## src/rtl/gdc_pkg.sv

```systemverilog
`default_nettype none
package gdc_pkg;
    localparam int MAP_LOG2     = 6;
    localparam int MAP_DIM      = 1 << MAP_LOG2;
    localparam int MAP_AW       = 2 * MAP_LOG2;
    localparam int SCREEN_LOG2  = 10;
    localparam int SCREEN_WIDTH = 1 << SCREEN_LOG2;

    localparam int CELL_W  = 8;
    localparam int MAG_W   = 19;
    localparam int QUOT_W  = 33;

    localparam logic [2:0] CFG_POS_X   = 3'd0;
    localparam logic [2:0] CFG_POS_Y   = 3'd1;
    localparam logic [2:0] CFG_DIR_X   = 3'd2;
    localparam logic [2:0] CFG_DIR_Y   = 3'd3;
    localparam logic [2:0] CFG_PLANE_X = 3'd4;
    localparam logic [2:0] CFG_PLANE_Y = 3'd5;
    localparam logic [2:0] CFG_MAP_W   = 3'd6;
    localparam logic [2:0] CFG_MAP_H   = 3'd7;

    typedef struct packed {
        logic              en;
        logic [MAP_AW-1:0] addr;
        logic [CELL_W-1:0] data;
    } t_map_wr;
endpackage
`default_nettype wire

```

## src/rtl/gdc_div.sv

```systemverilog
`default_nettype none
// Restoring divider: 2^32 / divisor, one quotient bit per cycle, saturated.
module gdc_div (
    input  wire logic                      i_clk,
    input  wire logic                      i_rst_n,
    input  wire logic                      i_start,
    input  wire logic [gdc_pkg::MAG_W-1:0] i_divisor,
    output logic                           o_done,
    output logic [31:0]                    o_quot
);
    logic                           r_busy, r_done;
    logic [5:0]                     r_cnt;
    logic [gdc_pkg::MAG_W:0]        r_rem;
    logic [gdc_pkg::QUOT_W-1:0]     r_quot;
    logic [gdc_pkg::MAG_W-1:0]      r_div;
    logic [gdc_pkg::MAG_W:0]        shifted;
    logic                           ge;

    // dividend is a single one followed by 32 zeros
    assign shifted = {r_rem[gdc_pkg::MAG_W-1:0], (r_cnt == 6'd0)};
    assign ge      = shifted >= {1'b0, r_div};

    always_ff @(posedge i_clk) begin
        if (!i_rst_n) begin
            r_busy <= 1'b0;
            r_done <= 1'b0;
            r_cnt  <= '0;
        end else begin
            r_done <= 1'b0;
            if (i_start) begin
                r_busy <= 1'b1;
                r_cnt  <= '0;
            end else if (r_busy) begin
                r_cnt <= r_cnt + 6'd1;
                if (r_cnt == 6'(gdc_pkg::QUOT_W - 1)) begin
                    r_busy <= 1'b0;
                    r_done <= 1'b1;
                end
            end
        end
    end

    always_ff @(posedge i_clk) begin
        if (i_start) begin
            r_div  <= i_divisor;
            r_rem  <= '0;
            r_quot <= '0;
        end else if (r_busy) begin
            r_rem  <= ge ? shifted - {1'b0, r_div} : shifted;
            r_quot <= {r_quot[gdc_pkg::QUOT_W-2:0], ge};
        end
    end

    assign o_done = r_done;
    assign o_quot = r_quot[gdc_pkg::QUOT_W-1] ? 32'hFFFF_FFFF : r_quot[31:0];
endmodule
`default_nettype wire

```

## config.mk

```make
export PLATFORM = sky130hd
export DESIGN_NAME = gdc_div
export DESIGN_NICKNAME = d
export VERILOG_FILES = /design/src/rtl/gdc_pkg.sv /design/src/rtl/gdc_div.sv
export SDC_FILE = /design/constraint.sdc
export NUM_CORES = 1
export LEC_CHECK = 0
export BUFFER_PORTS_ARGS = -buffer_cell sky130_fd_sc_hd__buf_2
export CELL_PAD_IN_SITES_DETAIL_PLACEMENT = 0
export CELL_PAD_IN_SITES_GLOBAL_PLACEMENT = 1
export CORE_MARGIN = 4
export CORE_UTILIZATION = 44
export DETAILED_ROUTE_END_ITERATION = 12
export PLACE_DENSITY_LB_ADDON = 0.1
export SYNTH_ARGS = -nofsm -noshare
export SYNTH_HDL_FRONTEND = slang
export SYNTH_SLANG_ARGS = --single-unit
```

## constraint.sdc

```tcl
create_clock -name i_clk -period 3.6 [get_ports i_clk]
set_clock_uncertainty 0.05 [all_clocks]
set_input_delay 0 -clock i_clk [delete_from_list [all_inputs] [get_ports i_clk]]
set_output_delay 0 -clock i_clk [all_outputs]
set_load 0.02 [all_outputs]
```

==> results of run 1 <==
[state kept, by name, indices dropped and copies added (netlist names)]
signal and cells:
r_cnt 6, r_busy 1, o_done 1, r_div 19, r_quot 33, r_rem 19
[final cells by class]
type | instances | area share (%)
clock buffer | 12 | 3.096
clock inverter | 4 | 1.016
inverter | 25 | 1.858
multi-input combinational | 336 | 45.83
sequential | 79 | 35.10
tap | 129 | 3.195
timing repair buffer | 78 | 9.908
[metrics by stage]
stage                     instances  setup WS (ns)
final                           663         0.3471
after global routing            663        0.03442
after CTS                       663         0.2780
after detailed placement        627         0.3280
after global placement          627         0.4607
after floorplan                 466         0.7775
[layout by cell type (no fill, tap or decap), types with 3 or more instances in the layout]
cell type      count
dfxtp_1           59
nor2_1            55
buf_2             54
nand2_1           36
mux2i_1           33
or2_2             32
inv_1             25
ha_1              21
dlygate4sd3_1     20
edfxtp_1          19
a21oi_1           17
o21ai_0           10
and3_1             9
nor3_1             9
clkbuf_8           9
xor2_1             8
xnor2_1            8
a311oi_1           7
a21o_1             6
nand3_1            6
o211ai_1           6
a211oi_1           6
nand4_1            5
o21ai_1            5
buf_4              4
nor2b_1            3
o21a_1             3
or3_1              3
a41oi_1            3
nor4b_1            3
[report_power, final]
group	leakage, uW	switching [uW]	total (uW)	internal [uW]
Sequential	0.000672	24.0	963	939
Clock	0.000102	348	713	365
Combinational	0.00152	179	308	130
[synthesized netlist by cell type (3+ instances only)]
| master | n |
|---|---|
| a2111oi_0 | 3 |
| a211oi_1 | 6 |
| a21o_1 | 6 |
| a21oi_1 | 17 |
| a311oi_1 | 7 |
| a41oi_1 | 3 |
| and3_1 | 9 |
| buf_2 | 9 |
| clkbuf_1 | 14 |
| dfxtp_1 | 60 |
| edfxtp_1 | 19 |
| ha_1 | 21 |
| inv_1 | 25 |
| mux2i_1 | 33 |
| nand2_1 | 36 |
| nand3_1 | 6 |
| nand4_1 | 5 |
| nor2_1 | 55 |
| nor2b_1 | 3 |
| nor3_1 | 9 |
| nor4b_1 | 4 |
| o211ai_1 | 6 |
| o21a_1 | 3 |
| o21ai_0 | 10 |
| o21ai_1 | 5 |
| or2_2 | 32 |
| or3_1 | 3 |
| xnor2_1 | 8 |
| xor2_1 | 8 |
[worst max-delay path by stage]
stage,to,start,depth (start not counted),slack (ns)
4_1_cts,r_rem[9],r_cnt[0],14,0.28
5_1_grt,r_rem[9],r_cnt[0],14,0.03
3_5_place_dp,r_rem[8],r_cnt[0],14,0.33
6_report,r_rem[9],r_cnt[0],14,0.35
2_1_floorplan,r_rem[14],r_cnt[0],13,0.78
3_3_place_gp,r_rem[10],r_cnt[0],14,0.46
[cell families (layout without fill, tap and decap cells)]
kind of cell,count (synthesis),count (layout),synth area share [%]
buf+inv,51,119,4.984
xor+xnor,16,16,3.264
flops,79,79,41.27
mux,34,34,7.957
fa+ha+maj,22,22,6.587
simple gates,173,173,20.34
compound gates,91,91,15.59
[worst max-delay path: stages, from the launching register on]
cell,delay (ns)
dfxtp_1,0.40
inv_1,0.06
ha_1,0.19
nor4b_2,0.16
nand2b_1,0.10
ha_1,0.17
inv_1,0.05
fa_1,0.42
a211oi_1,0.28
o211ai_1,0.21
nand4_1,0.17
o211a_2,0.32
buf_4,0.25
nand2_1,0.07
a311oi_1,0.26
[what timing repair did]
item / 4_1_cts / 5_1_grt
hold endpoints to repair: 27 / 0
endpoints found under the setup margin: 0 / 6
hold buffers: 20 / 0
gates resized for setup: 0 / 3
[metal layers]
layer	vias to the layer above	routed length (um)	track usage [%]	share of wire, %
li1	1788	-	-	-
met1	1633	4828	23.67	49
met2	88	4333	29.14	44
met3	15	602	4.756	6.1
met4	0	138	5.297	1.4
met5	-	0	0	0
==> results.ini, run 1 <==
[synthesis]
syn_inst = 466
ys_top_cells_by_area = dfxtp_1, edfxtp_1, mux2i_1, ha_1, nor2_1
synthArstFlopShare_pct = 0
synth_area_um2 = 4293
yosysWarnings = 0
ys_seq_elements = 79
synth_area_leader_cell = dfxtp_1
synth_cell_type_count = 57
syn-num-nets = 510
yosysTopAreaCellShare_pct = 27.98
synth_area_per_cell_um2 = 9.212
synth_edf_count = 19
ys.flop_type = dfxtp_1
yosysSeqAreaShare_pct = 41.27

[clock_network]
cts_setup_buffers = 0
clockBufferDepth = 2
path_clk_slew_ns = 0.09
cts-root-buf = clkbuf_8
cts_buffers = 9
h-tree-depth = 3
cts_tree = done
clock-sinks = 79
clk_latency_ns = 0.35

[global_route]
grt_antenna_before_repair = 0
grt_pass1_wl_um = 16770
grt-ovfl-total = 0
gr-usage-all-layers_pct = 18.01
grt_max_degree = 42
grt_pass1_vias = 3503

[setup_path]
reg2reg_slack_ns = 0.35
cp-end-kind = register
ff2ff_path_depth = 14
regToRegStartpoint = r_cnt[0]
arrival_ns = 3.46
critPathKind = register to register
rr_endpoint = r_rem[9]
cp_max_fo = 13
worstPathRequired_ns = 3.81
start_kind = register

[route]
detail_route.wl_per_cell_um = 14.94
final_antenna_net_count = 0
dr.first_iter.drc_count = 176
drc = 0
via_per_inst = 5.315
detail_route.first_pass.iterations = 4
totalWireLength_um = 9902
vias = 3524

[floorplan]
initial_utilization_pct = 45.81
coreArea_um2 = 9371
die_w_um = 106.8
row_count = 35
ios = 55
dieArea_um2 = 11400
die_h_um = 106.8

[status]
outcome = finished, final reports clean

[sta]
setup_viol = 0
final_hold_viol_count = 0
max_clock_freq_mhz = 307.4
maxSlewViolCount = 0
timing.final.crit_share_pct = 90.36
worst_pin_slew_ns = 0.7884
final.min_clock_period_ns = 3.253
whs_ns = 0.1440
rsz0062_at_grt = no
relSlewSlack_pct = 47.37
setup_tns_ns = 0

[power]
power_density_nw_per_um2 = 392.8
vdd_drop_max_uv = 165.0
p_leak_uw = 0.002298
power_uw = 1984

[layout]
final_util_pct = 53.90
syn2layout_area_growth_pct = 17.66
drive_above_1_share_pct = 21.35
fin_area_um2 = 5051
fill_cells = 911
nets = 573
multi_input_area_um2 = 2315
antennaDiodeCount = 0
regArea_um2 = 1773

[placement]
place_area_um2 = 4636
gp_congestion = 0.8406
place_hpwl_um = 6763
io_buffers = 54

[job]
maxCapViolations = 0

[worst_hold_path]
worstHoldStart = i_start
holdPathStages = 1
hold_end = r_div[5]
min_path_type = input port to register

No activity file was read; power rests on OpenSTA's default activity.
==> run 2, diff against run 1 <==
- REMOVE_ABC_BUFFERS: default -> 1
- SLEW_MARGIN: default -> 20
==> results.ini, run 2 (same netlist as run 1, synthesis figures left out) <==
[global_route]
grt-ovfl-total = 0
grt_max_degree = 47
grt_antenna_before_repair = 0
grt_pass1_wl_um = 16440
gr-usage-all-layers_pct = 17.71
grt_pass1_vias = 3368

[setup_path]
reg2reg_slack_ns = 0.37
cp-end-kind = register
critPathKind = register to register
ff2ff_path_depth = 13
worstPathRequired_ns = 3.82
arrival_ns = 3.44
regToRegStartpoint = r_cnt[0]
critPathLaunch = r_cnt[0]
start_kind = register
rr_endpoint = r_rem[0]
cp_max_fo = 13

[clock_network]
clockBufferDepth = 2
cts_tree = done
cts-root-buf = clkbuf_8
path_clk_slew_ns = 0.10
clk_latency_ns = 0.35
h-tree-depth = 3
cts_buffers = 9
clock-sinks = 79
cts_setup_buffers = 0

[layout]
mostFrequentLayoutCell = dfxtp_1
final_cell_mix = dfxtp_1, nor2_1, buf_2
antennaDiodeCount = 0
largest_register = r_quot
drive_above_1_share_pct = 21.72
largest_reg_flops = 33
syn2layout_area_growth_pct = 17.31
final_util_pct = 53.74
nets = 573
reg.largest.list = r_quot: 33 flops, r_div: 19 flops, r_rem: 19 flops

[sta]
worst_pin_slew_ns = 0.9875
setup_viol = 0
maxSlewViolCount = 0
final_hold_viol_count = 0
timing.final.crit_share_pct = 89.61
setup_tns_ns = 0
rsz0062_at_grt = no
relSlewSlack_pct = 34.17
fin_ws_ns = 0.3740
final.min_clock_period_ns = 3.226
max_clock_freq_mhz = 310.0

[status]
outcome = finished, final reports clean

[route]
via_per_inst = 5.232
final_antenna_net_count = 0
vias = 3469
drc = 0
detail_route.first_pass.iterations = 4
detail_route.wl_per_cell_um = 14.60
dr.first_iter.drc_count = 108
totalWireLength_um = 9683

[job]
maxCapViolations = 0

[worst_hold_path]
hold_end = r_quot[6]
worstHoldStart = i_start
holdPathStages = 2
min_path_type = input port to register

[floorplan]
die_w_um = 106.8
row_count = 35
ios = 55
coreArea_um2 = 9371
die_h_um = 106.8
initial_utilization_pct = 45.81
dieArea_um2 = 11400

[power]
p_leak_uw = 0.002294
vdd_drop_max_uv = 180.1
power_density_nw_per_um2 = 378.8

[placement]
dp_slack_ns = 0.2634
place_hpwl_um = 6713
gp_congestion = 0.8588
io_buffers = 54

run 2: how the worst max path moves through the flow:
| stage | to | slack [ns] | cells after the start |
|---|---|---|---|
| after floorplan | r_rem[0] | 0.51 | 13 |
| after global placement | r_rem[0] | 0.35 | 13 |
| after detailed placement | r_rem[0] | 0.26 | 13 |
| after CTS | r_rem[0] | 0.22 | 13 |
| after global routing | r_rem[0] | 0.07 | 13 |
| final | r_rem[0] | 0.37 | 13 |
run 2: layout make-up:
| type | instances | area, um^2 |
|---|---|---|
| clock buffer | 9 | 123.9 |
| clock inverter | 7 | 62.56 |
| fill | 915 | 4335 |
| inverter | 25 | 93.84 |
| multi-input combinational | 336 | 2321 |
| sequential | 79 | 1773 |
| tap | 129 | 161.4 |
| timing repair buffer | 78 | 500.5 |
run 2: power by group:
| group | switching (uW) | internal (uW) | total, uW |
|---|---|---|---|
| clock | 371 | 268 | 639 |
| combinational | 172 | 130 | 302 |
| sequential | 27.6 | 939 | 966 |
run 2: per-layer routing:
metal	GRT usage, %	share of wire (%)	wire length [um]	vias up
met5	0	0	0	-
met4	5.205	0.87	84	0
met3	3.853	4.9	472	9
met2	27.65	46	4501	76
met1	24.62	48	4624	1592
li1	-	-	-	1792
run 2: stage by stage:
stage	hold slack (ns)	area, um^2	total power (uW)	cells
global placement	0.1261	4636	1272	627
floorplan	0.01786	4173	1191	440
CTS	0.1740	5022	1926	663
global route	0.1994	5036	2011	663
detailed placement	0.1286	4636	1271	627
finish	0.1604	5036	1908	663
run 2: critical path, cell delays in order, from the launching register on:
cell and delay [ns]:
dfxtp_1 0.40, inv_1 0.06, ha_1 0.19, nor4b_2 0.16
nand2b_1 0.10, ha_1 0.16, inv_1 0.05, fa_1 0.43
a211oi_1 0.31, o211ai_1 0.19, nand4_1 0.18, o211a_4 0.29
mux2_1 0.34, a211oi_1 0.22
run 2: repair_timing:
| action | in CTS | in global routing |
|---|---|---|
| endpoints found under the hold margin | 26 | 0 |
| hold buffers | 20 | 0 |
| gates resized for setup | 0 | 3 |
| endpoints found under the setup margin | 0 | 9 |
